File: src/design/trci_pkg.sv
package trci_pkg;

    // Geometry and arithmetic widths.
    localparam int COORD_BITS = 12;
    localparam int VERT_W     = 24 + 2 * COORD_BITS;
    localparam int DIFF_W     = COORD_BITS + 1;
    localparam int PROD_W     = 2 * DIFF_W;
    localparam int EDGE_W     = PROD_W + 1;
    localparam int CPROD_W    = EDGE_W + 9;
    localparam int NUM_W      = CPROD_W + 2;
    localparam int SIZE_W     = 13;
    localparam int PIX_W      = 12;
    localparam int SCR_W      = SIZE_W + 2;
    localparam int COLOR_W    = 8;
    localparam int CFG_IDX_W  = 3;
    localparam int CFG_DATA_W = 48;

    localparam logic [COLOR_W-1:0] COLOR_MAX = 8'd255;
    localparam logic [2:0]         DIV_LAST  = 3'd7;

    // Configuration register indexes.
    localparam logic [CFG_IDX_W-1:0] CFG_VERTEX_A = 3'd0;
    localparam logic [CFG_IDX_W-1:0] CFG_VERTEX_B = 3'd1;
    localparam logic [CFG_IDX_W-1:0] CFG_VERTEX_C = 3'd2;
    localparam logic [CFG_IDX_W-1:0] CFG_WIDTH    = 3'd3;
    localparam logic [CFG_IDX_W-1:0] CFG_HEIGHT   = 3'd4;

    typedef logic signed [COORD_BITS-1:0] t_coord;

    typedef struct packed {
        logic [VERT_W-1:0] va;
        logic [VERT_W-1:0] vb;
        logic [VERT_W-1:0] vc;
        logic [SIZE_W-1:0] width;
        logic [SIZE_W-1:0] height;
    } t_cfg;

    // One point command from the walker to the shading engine.
    typedef struct packed {
        t_coord x;
        t_coord y;
        logic   last;
        logic   degen;
    } t_cmd;

    function automatic t_coord vert_x(input logic [VERT_W-1:0] v);
        vert_x = t_coord'(v[VERT_W-1 -: COORD_BITS]);
    endfunction

    function automatic t_coord vert_y(input logic [VERT_W-1:0] v);
        vert_y = t_coord'(v[24 +: COORD_BITS]);
    endfunction

    function automatic logic [COLOR_W-1:0] chan(input logic [VERT_W-1:0] v,
                                                 input logic [1:0] k);
        chan = v[(2 - k) * COLOR_W +: COLOR_W];
    endfunction

    function automatic logic signed [DIFF_W-1:0] cdiff(input t_coord a, input t_coord b);
        cdiff = DIFF_W'(a) - DIFF_W'(b);
    endfunction

endpackage

File: src/design/trci_queue.sv
module trci_queue import trci_pkg::*; (
    input  logic i_clk,
    input  logic i_rst_n,
    input  logic i_push,
    input  t_cmd i_cmd,
    output logic o_full,
    input  logic i_pop,
    output logic o_empty,
    output t_cmd o_cmd
);

    t_cmd       r_mem [0:1];
    logic       r_wp, r_rp;
    logic [1:0] r_cnt;

    assign o_full  = (r_cnt == 2'd2);
    assign o_empty = (r_cnt == 2'd0);
    assign o_cmd   = r_mem[r_rp];

    // Two-entry command queue.
    always_ff @(posedge i_clk) begin
        if (!i_rst_n) begin
            r_wp  <= 1'b0;
            r_rp  <= 1'b0;
            r_cnt <= 2'd0;
        end else begin
            if (i_push) begin
                r_wp <= !r_wp;
            end
            if (i_pop) begin
                r_rp <= !r_rp;
            end
            r_cnt <= r_cnt + 2'(i_push) - 2'(i_pop);
        end
    end

    always_ff @(posedge i_clk) begin
        if (i_push) begin
            r_mem[r_wp] <= i_cmd;
        end
    end

endmodule

File: config.mk
export PLATFORM = sky130hd
export DESIGN_NAME = trci_queue
export DESIGN_NICKNAME = d
export VERILOG_FILES = /design/src/design/trci_pkg.sv /design/src/design/trci_queue.sv
export SDC_FILE = /design/constraint.sdc
export NUM_CORES = 1
export LEC_CHECK = 0
export BUFFER_PORTS_ARGS = -buffer_cell sky130_fd_sc_hd__buf_2
export CAP_MARGIN = 20
export CORE_MARGIN = 1.5
export CORE_UTILIZATION = 46
export CTS_CLUSTER_DIAMETER = 100
export CTS_CLUSTER_SIZE = 25
export DETAILED_ROUTE_END_ITERATION = 8
export PLACE_DENSITY = 0.77
export SYNTH_ARGS = -nofsm -noshare
export SYNTH_HDL_FRONTEND = slang
export SYNTH_SLANG_ARGS = --single-unit
File: constraint.sdc
create_clock -name i_clk -period 1.74 [get_ports i_clk]
set_input_delay 0.174 -clock i_clk [delete_from_list [all_inputs] [get_ports i_clk]]
set_output_delay 0.174 -clock i_clk [all_outputs]
set_load 0.02 [all_outputs]
==> results of run 1 <==
## cells in the final DEF, fill, tap and decap left out
cell        n
buf_2      57
dfxtp_1     4
nor2_1      1
inv_1       2
bufinv_16   1
nor2b_1     3
xor2_1      1
xnor3_1     1
edfxtp_1   52
clkbuf_8    9
ha_1        2
mux2_2      6
clkinv_2    1
nor2b_2     1
clkinv_1    3
and2_1      4
buf_4       6
dfxtp_2     1
o21a_1      1
clkbuf_1    2
mux2_4     20
## final cells by class
| class | count | share of cell area [%] |
|---|---|---|
| multi-input combinational | 40 | 17.8 |
| timing repair buffer | 63 | 12.1 |
| inverter | 2 | 0.275 |
| tap | 54 | 2.47 |
| clock buffer | 11 | 4.81 |
| clock inverter | 5 | 1.69 |
| sequential | 57 | 60.8 |
## sequential cells by signal, summed over array words and instances, names as in the netlist, named ones only
register,cells
r_mem,52
r_rp,1
r_wp,1
r_cnt,2
## metrics by stage
step	hold WS, ns	area [um^2]	setup slack [ns]
after floorplan	0.273	2210	0.309
after global placement	0.361	2560	0.416
after detailed placement	0.367	2560	0.281
after CTS	0.0215	2730	0.123
after global routing	0.0196	2730	0.0920
final	0.0340	2730	0.146
## worst max path at each step
stage	slack [ns]	cells past startpoint	to	from
finish	0.15	3	o_cmd[13]	flip-flop
global route	0.09	3	o_cmd[6]	flip-flop
CTS	0.12	3	o_cmd[13]	flip-flop
detailed placement	0.28	6	r_cnt[1]	r_cnt[0]
global placement	0.42	6	r_cnt[1]	r_cnt[0]
floorplan	0.31	1	r_mem[0][0]	r_wp
## synth_stat cells
cell      number
and2_1         4
buf_12         2
buf_6          1
dfxtp_1        5
edfxtp_1      52
ha_1           2
inv_1          2
mux2_2         6
mux2_4        20
nor2_1         1
nor2b_1        4
o21a_1         1
xnor3_1        1
xor2_1         1
## logic make-up (layout without fill, tap and decap cells)
group | count (synthesis) | after routing | synth area share (%)
buf+inv | 5 | 81 | 2.67
compound gates | 1 | 1 | 0.340
simple gates | 9 | 9 | 2.44
mux | 26 | 26 | 16.7
flops | 57 | 57 | 75.3
xor+xnor | 2 | 2 | 1.42
fa+ha+maj | 2 | 2 | 1.13
## where the power goes
part | switching, mW | internal [mW]
Clock | 0.467 | 0.644
Combinational | 0.235 | 0.215
Sequential | 0.0281 | 1.58
## worst register-to-register path, stage by stage (launching register included)
cell,delay (ns)
dfxtp_1,0.35
inv_1,0.05
ha_1,0.28
inv_1,0.07
ha_1,0.14
xnor3_1,0.37
nor2b_1,0.12
## metal layers
| metal | vias to the layer above | wire [um] |
|---|---|---|
| li1 | 532 | - |
| met1 | 548 | 1410 |
| met2 | 46 | 1840 |
| met3 | 9 | 228 |
| met4 | 0 | 104 |
| met5 | - | 0 |
==> metrics, run 1 <==
DP Cell Count 216; total negative slack 0 ns; DR vias/cell 4.89; layout cells sized above 1 57.3%; drt first pass iters 4; clk_skew approximately 0.0058 ns; die area 5220 um^2; #FFs+latches synth 57; share of the synthesized area in the top cell type between 70% and 80%; IO Port Bufs 57; worst r2r src r_cnt[0]; critical path endpoint category primary output; Die Height 72.3 um; Starting Density a little under half; vias 1135; CTS Buf Count 9; period utilization 91.6%; GRT Overall Usage 14.8%; worst hold start i_cmd[2]; fin crit period between 1.5 and 2 ns; cell area after synthesis 2210 um^2; WL final 3590 um; final cell count without fillers about 230; ANT nets after route 0; hold_buf cts 0; Warnings, synthesis 0; MaxCap Viol Count 0; worst hold endpoint r_mem[0][2]; syn avg cell area 21.6 um^2; Worst-Margin Slew between 0.2 and 0.3 ns; Critical Path RT 1.57 ns; crit path cell chain buf_4 > mux2_4 > buf_2; Clock transition at path regs 0.06 ns; vias in the first global route approximately 1100; max_slew headroom 82.4%; multi-input logic area 488 um^2; DRT iter0 DRCs 78; register area ~1700 um^2; first-pass GRT wire length 5310 um; WS Path Type reg -> out; filler instances 349; Worst-Skew Late Latency 0.32 ns; Reg2Reg Depth 6; largest net degree at the start of global routing 16; met2 Use GR 25.1%; Net Count, Synth between 100 and 150; CTS resizes 0; # Post-CTS Setup Buffers 0; core area 4660 um^2; Crit Path Max Fanout 14; grt ovf 0; met3 Use GR 5.42%; initial antenna violation count 0; routability cong. 0.665; FF-to-FF End r_cnt[1]; Buf/Inv on CP 2; clock sinks 57; Worst EP arrival 1.42 ns; Worst path top cell family by delay buffers and inverters; pwr dens 1160 nW/um^2; CP Launch Type flip-flop; power after layout 3.17 mW; Max clock buf depth 2; final hold violation count 0; P&R area growth vs syn 23.9%; Nets just over 200; CTS tree built; chip width 72.3 um; Pleak between 1 and 1.5 nW; top cells by area, synth edfxtp_1 (71%), mux2_4 (14%), dfxtp_1 (4.5%), mux2_2 (3.1%), buf_12 (1.8%); Wirelength per Cell 15.5 um; ant diodes 0; RSZ-0062 raised after global routing no; max incr delay on CP 0.34 ns; Rows 25; Syn Inst Count 102; GRT busiest layer met2; H-tree Lvls 3; Seq/Total Area, Yosys between 70 and 80%; DR DRC count 0; peak supply drop 0.000585 V; io pins 58; outcome finished, final reports clean; CTS root buf clkbuf_8; R2R Setup Slk about 0.28 ns; met1 Use GR approximately 15%; fin util 58.7%; fin. max-slew vios 0; post-DP HPWL roughly 2500 um; Finish-stage setup viols 0; Max Fclk 627 MHz; cell accounting for the most synthesized area edfxtp_1; Hold Crit Class in -> reg; Min-Delay Path Depth 1; Unique masters post-synth 14; slowest stage cell, crit path mux2_4
Note: power is estimated with default switching activity, not from simulation.
==> inputs of run 2 (changes only) <==
--- a/config.mk
+++ b/config.mk
@@ -8,11 +8,11 @@
 export BUFFER_PORTS_ARGS = -buffer_cell sky130_fd_sc_hd__buf_2
 export CAP_MARGIN = 20
 export CORE_MARGIN = 1.5
-export CORE_UTILIZATION = 46
+export CORE_UTILIZATION = 50
 export CTS_CLUSTER_DIAMETER = 100
 export CTS_CLUSTER_SIZE = 25
 export DETAILED_ROUTE_END_ITERATION = 8
-export PLACE_DENSITY = 0.77
+export PLACE_DENSITY = 0.79
 export SYNTH_ARGS = -nofsm -noshare
 export SYNTH_HDL_FRONTEND = slang
 export SYNTH_SLANG_ARGS = --single-unit
==> constraint.sdc (replaced) <==
create_clock -name i_clk -period 1.7 [get_ports i_clk]
set_input_delay 0.17 -clock i_clk [delete_from_list [all_inputs] [get_ports i_clk]]
set_output_delay 0.17 -clock i_clk [all_outputs]
set_load 0.02 [all_outputs]
==> metrics, run 2 (synthesized netlist as in run 1, its figures left out) <==
Crit Path Max Fanout 26 (+12); peak supply drop 0.000758 V (+30%); filler instances 295 (-15%); post-DP HPWL 2270 um (-8.3%); Wirelength per Cell 14.8 um (-4.3%); vias in the first global route 1191 (+7.5%); # Post-CTS Setup Buffers 0 (unchanged); pwr dens 1180 nW/um^2 (+2.0%); CTS Buf Count 9 (unchanged); largest net degree at the start of global routing 27 (+11); H-tree Lvls 3 (unchanged); routability cong. 0.700 (+5.2%); total negative slack 0 ns (unchanged); DR DRC count 0 (unchanged); DR vias/cell 4.85 (-0.96%); first-pass GRT wire length 5430 um (+2.3%); worst hold start i_cmd[23]; critical path endpoint category primary output; Max clock buf depth 2 (unchanged); MaxCap Viol Count 0 (unchanged); DRT iter0 DRCs 64 (-18%); Critical Path RT 1.53 ns (-0.04 ns); outcome finished, final reports clean; final hold violation count 0 (unchanged); Finish-stage setup viols 0 (unchanged); slowest stage cell, crit path mux2_2; Max Fclk between 600 and 700 MHz; RSZ-0062 raised after global routing no; Largest regs r_mem: 52 flops, r_cnt: 2 flops; chip width 69.4 um (-3.9%); crit path cell chain buf_12 > mux2_2 > buf_2; Hold Crit Class in -> reg; vias 1095 (-3.5%); fin crit period 1.57 ns; fin. max-slew vios 0 (unchanged); Worst-Skew Late Latency 0.33 ns (about the same); Reg with most FFs r_mem; max reg flops 52 (unchanged); WS Path Type reg -> out; CTS resizes 0 (unchanged); ANT nets after route 0 (unchanged); commonest cells after routing, fill and taps aside buf_2 (57), edfxtp_1 (52), mux2_4 (20); clk_skew 0.00632 ns (+0.000557 ns); max incr delay on CP 0.36 ns (+0.02 ns); Pleak 1.11 nW (-0.40%); Nets 203 (-0.98%); CTS tree built; IO Port Bufs 57 (unchanged); Fin Hold WS 0.0247 ns (-0.00933 ns); CP Launch Type flip-flop; multi-input logic area 488 um^2 (unchanged); Die Height 69.4 um (-3.9%); max_slew headroom 77.6% (-4.8 points); DP Cell Count 209 (-3.2%); initial antenna violation count 0 (unchanged); core area 4120 um^2 (-12%); worst r2r src r_cnt[0]; grt ovf 0 (unchanged); period utilization 92.2%; WL final 3340 um (-6.8%); io pins 58 (unchanged); Min-Delay Path Depth 1 (unchanged); drt first pass iters 3 (-1); Worst EP arrival 1.40 ns (-0.02 ns); Reg2Reg Depth 6 (unchanged); Clock transition at path regs 0.06 ns (about the same); Starting Density 53.6% (+6.3 points); GRT Overall Usage 15.7% (+0.87 points); layout cells sized above 1 56.3% (-1.1 points); clock sinks 57 (unchanged); CTS root buf clkbuf_8; die area 4820 um^2 (-7.7%); Worst-Margin Slew 0.337 ns (+0.0723 ns); P&R area growth vs syn 24.3%; final cell count without fillers 226 (-2.6%); register area 1660 um^2 (unchanged); ant diodes 0 (unchanged); most common cell after layout, fill and taps aside buf_2; Rows 23 (-8.0%)
[run 2: metrics by stage]
stage | total power, mW | setup slack, ns | cell area (um^2) | utilization, %
after global routing | 3.39 | 0.0799 | 2740 | 66.6
after floorplan | 2.01 | 0.269 | 2210 | -
final | 3.25 | 0.132 | 2740 | 66.6
after global placement | 2.12 | 0.376 | 2550 | 62.1
after CTS | 3.30 | 0.0963 | 2730 | 66.4
after detailed placement | 2.15 | 0.280 | 2550 | 62.1
[run 2: path summary, 6_finish.rpt]
kind,to,slack (ns)
worst max-delay path,o_cmd[25],0.13
worst min-delay path,r_mem[1][23],0.02
worst max register to register,r_cnt[1],0.27
worst min register to register,flip-flop,0.58
[run 2: final cells by class]
cell class              count  area share [%]
flip-flops and latches     57            60.7
multi-input cells          40            17.8
repair buffers             61            12.5
clock buffers              11            4.79
well taps                  50            2.28
clock inverters             5            1.69
inverters                   2           0.274
[run 2: routing by layer]
metal / share of wire (%) / global-route usage [%] / wire length [um]
met1: 36 / 14.2 / 1200
met2: 55 / 27.2 / 1850
met3: 5.9 / 5.96 / 197
met4: 3.0 / 13.1 / 101
met5: 0 / 0 / 0
[run 2: worst max-delay path: cells and delay by family, from the launching register on]
family	cells	cell delay [ns]
DFF	1	0.34
buffers and inverters	2	0.37
muxes	1	0.36
[run 2: repair_timing]
item | 4_1_cts | 5_1_grt
hold endpoints to repair | 0 | 1
hold buffers | 0 | 1
endpoints found under the setup margin | 0 | 0
[run 2: where the power goes]
group          switching (mW)  internal (mW)
combinational           0.238          0.224
clock                   0.476          0.659
sequential             0.0290           1.62
total                   0.743           2.50
==> inputs of run 3 (changes only) <==
--- a/config.mk
+++ b/config.mk
@@ -12,6 +12,7 @@
 export CTS_CLUSTER_DIAMETER = 100
 export CTS_CLUSTER_SIZE = 25
 export DETAILED_ROUTE_END_ITERATION = 8
+export HOLD_SLACK_MARGIN = 0.08
 export PLACE_DENSITY = 0.79
 export SYNTH_ARGS = -nofsm -noshare
 export SYNTH_HDL_FRONTEND = slang
==> metrics, run 3 (synthesized netlist as in run 1, its figures left out) <==
max incr delay on CP 0.37 ns (about the same); IO Port Bufs 57 (unchanged); Largest regs r_mem: 52 flops, r_cnt: 2 flops; Starting Density 53.6% (unchanged); Rows 23 (unchanged); critical path endpoint category primary output; chip width 69.4 um (unchanged); Hold Crit Class in -> reg; max reg flops 52 (unchanged); RSZ-0062 raised after global routing no; Die Height 69.4 um (unchanged); CTS Buf Count 9 (unchanged); Worst-Margin Slew 0.340 ns (+0.00312 ns); total negative slack 0 ns (unchanged); P&R area growth vs syn 35.6%; slowest stage cell, crit path mux2_2; Worst EP arrival 1.41 ns (about the same); layout cells sized above 1 49.3% (-7.0 points); Reg with most FFs r_mem; clk_skew 0.00771 ns (+0.00139 ns); grt ovf 0 (unchanged); vias in the first global route 1275 (+7.1%); commonest cells after routing, fill and taps aside buf_2 (57), edfxtp_1 (52), dlygate4sd3_1 (26); vias 1178 (+7.6%); CP Launch Type flip-flop; hold_buf cts 26 (+26); MaxCap Viol Count 0 (unchanged); clock sinks 57 (unchanged); die area 4820 um^2 (unchanged); filler instances 268 (-9.2%); Worst Slack Setup Final 0.117 ns (-0.0157 ns); max_slew headroom 77.4% (-0.21 points); post-DP HPWL 2270 um (unchanged); WL final 3610 um (+8.0%); Clock transition at path regs 0.05 ns (about the same); initial antenna violation count 0 (unchanged); DRT iter0 DRCs 56 (-13%); fin crit period 1.58 ns (+0.0157 ns); Critical Path RT 1.53 ns (about the same); DR DRC count 0 (unchanged); Max clock buf depth 2 (unchanged); peak supply drop 0.000783 V (+3.4%); routability cong. 0.700 (unchanged); outcome finished, final reports clean; final hold violation count 0 (unchanged); Finish-stage setup viols 0 (unchanged); Fin Hold WS 0.104 ns (+0.0798 ns); io pins 58 (unchanged); WS Path Type reg -> out; pre-CTS setup slack 0.280 ns (unchanged); first-pass GRT wire length 5830 um (+7.4%); CTS resizes 0 (unchanged); # Post-CTS Setup Buffers 0 (unchanged); CTS root buf clkbuf_8; Max Fclk 632 MHz (-0.99%); ant diodes 0 (unchanged); most common cell after layout, fill and taps aside buf_2; DR vias/cell 4.69 (-3.1%); H-tree Lvls 3 (unchanged); worst hold start i_rst_n; pwr dens 1100 nW/um^2 (-6.8%); largest net degree at the start of global routing 27 (unchanged); core area 4120 um^2 (unchanged); Wirelength per Cell 14.4 um (-2.7%); Pleak 1.21 nW (+9.4%); Worst-Skew Late Latency 0.33 ns (about the same); Crit Path Max Fanout 26 (unchanged); GRT Overall Usage 16.7% (+1.0 points); drt first pass iters 3 (unchanged); period utilization 93.1% (+0.92 points); crit path cell chain buf_12 > mux2_2 > buf_2; worst r2r src r_cnt[0]; ANT nets after route 0 (unchanged); CTS tree built; fin. max-slew vios 0 (unchanged); Nets 228 (+12%)
==> run 3: changes by cell type in the layout (fill, tap and decap cells not counted), sizes merged <==
cell,before,now
dlygate4sd3,1,26
==> run 3: final cells by class <==
type	instances	area, um^2	share of cell area, %
well taps	50	62.6	2.09
clock inverters	5	46.3	1.55
clock buffers	11	131	4.39
flip-flops and latches	57	1660	55.6
multi-input cells	40	488	16.3
repair buffers	86	593	19.8
inverters	2	7.51	0.251
==> run 3: critical path, delay by kind of cell (launching register included) <==
family | cells | cell delay [ns]
multiplexers | 1 | 0.37
flip-flops | 1 | 0.34
buffers and inverters | 2 | 0.37
==> run 3: power by group <==
| part | internal (mW) | leakage, nW | switching (mW) |
|---|---|---|---|
| Sequential | 1.62 | 0.530 | 0.0299 |
| Clock | 0.659 | 0.0898 | 0.482 |
| Combinational | 0.261 | 0.595 | 0.247 |
| Total | 2.54 | 1.21 | 0.760 |
==> run 3: final timing paths <==
kind                     to  cells after the start  slack (ns)
setup / recovery  o_cmd[25]                      3        0.12
hold / removal    flip-flop                      2        0.10
setup reg to reg   r_cnt[1]                      6        0.27
hold reg to reg   flip-flop                      2        0.58
==> run 3: metal layers <==
layer  share of wire [%]  global-route usage, %
met4                 2.8                   13.1
met2                  55                   29.5
met3                 5.0                   5.67
met1                  37                   15.6
met5                   0                      0
==> run 3: per-stage QoR <==
stage | std cells | area (um^2) | total power, mW | utilization, %
floorplan | 102 | 2210 | 2.01 | -
global placement | 209 | 2550 | 2.12 | 62.1
detailed placement | 209 | 2550 | 2.15 | 62.1
CTS | 251 | 2990 | 3.34 | 72.7
global route | 251 | 2990 | 3.43 | 72.7
finish | 251 | 2990 | 3.30 | 72.7
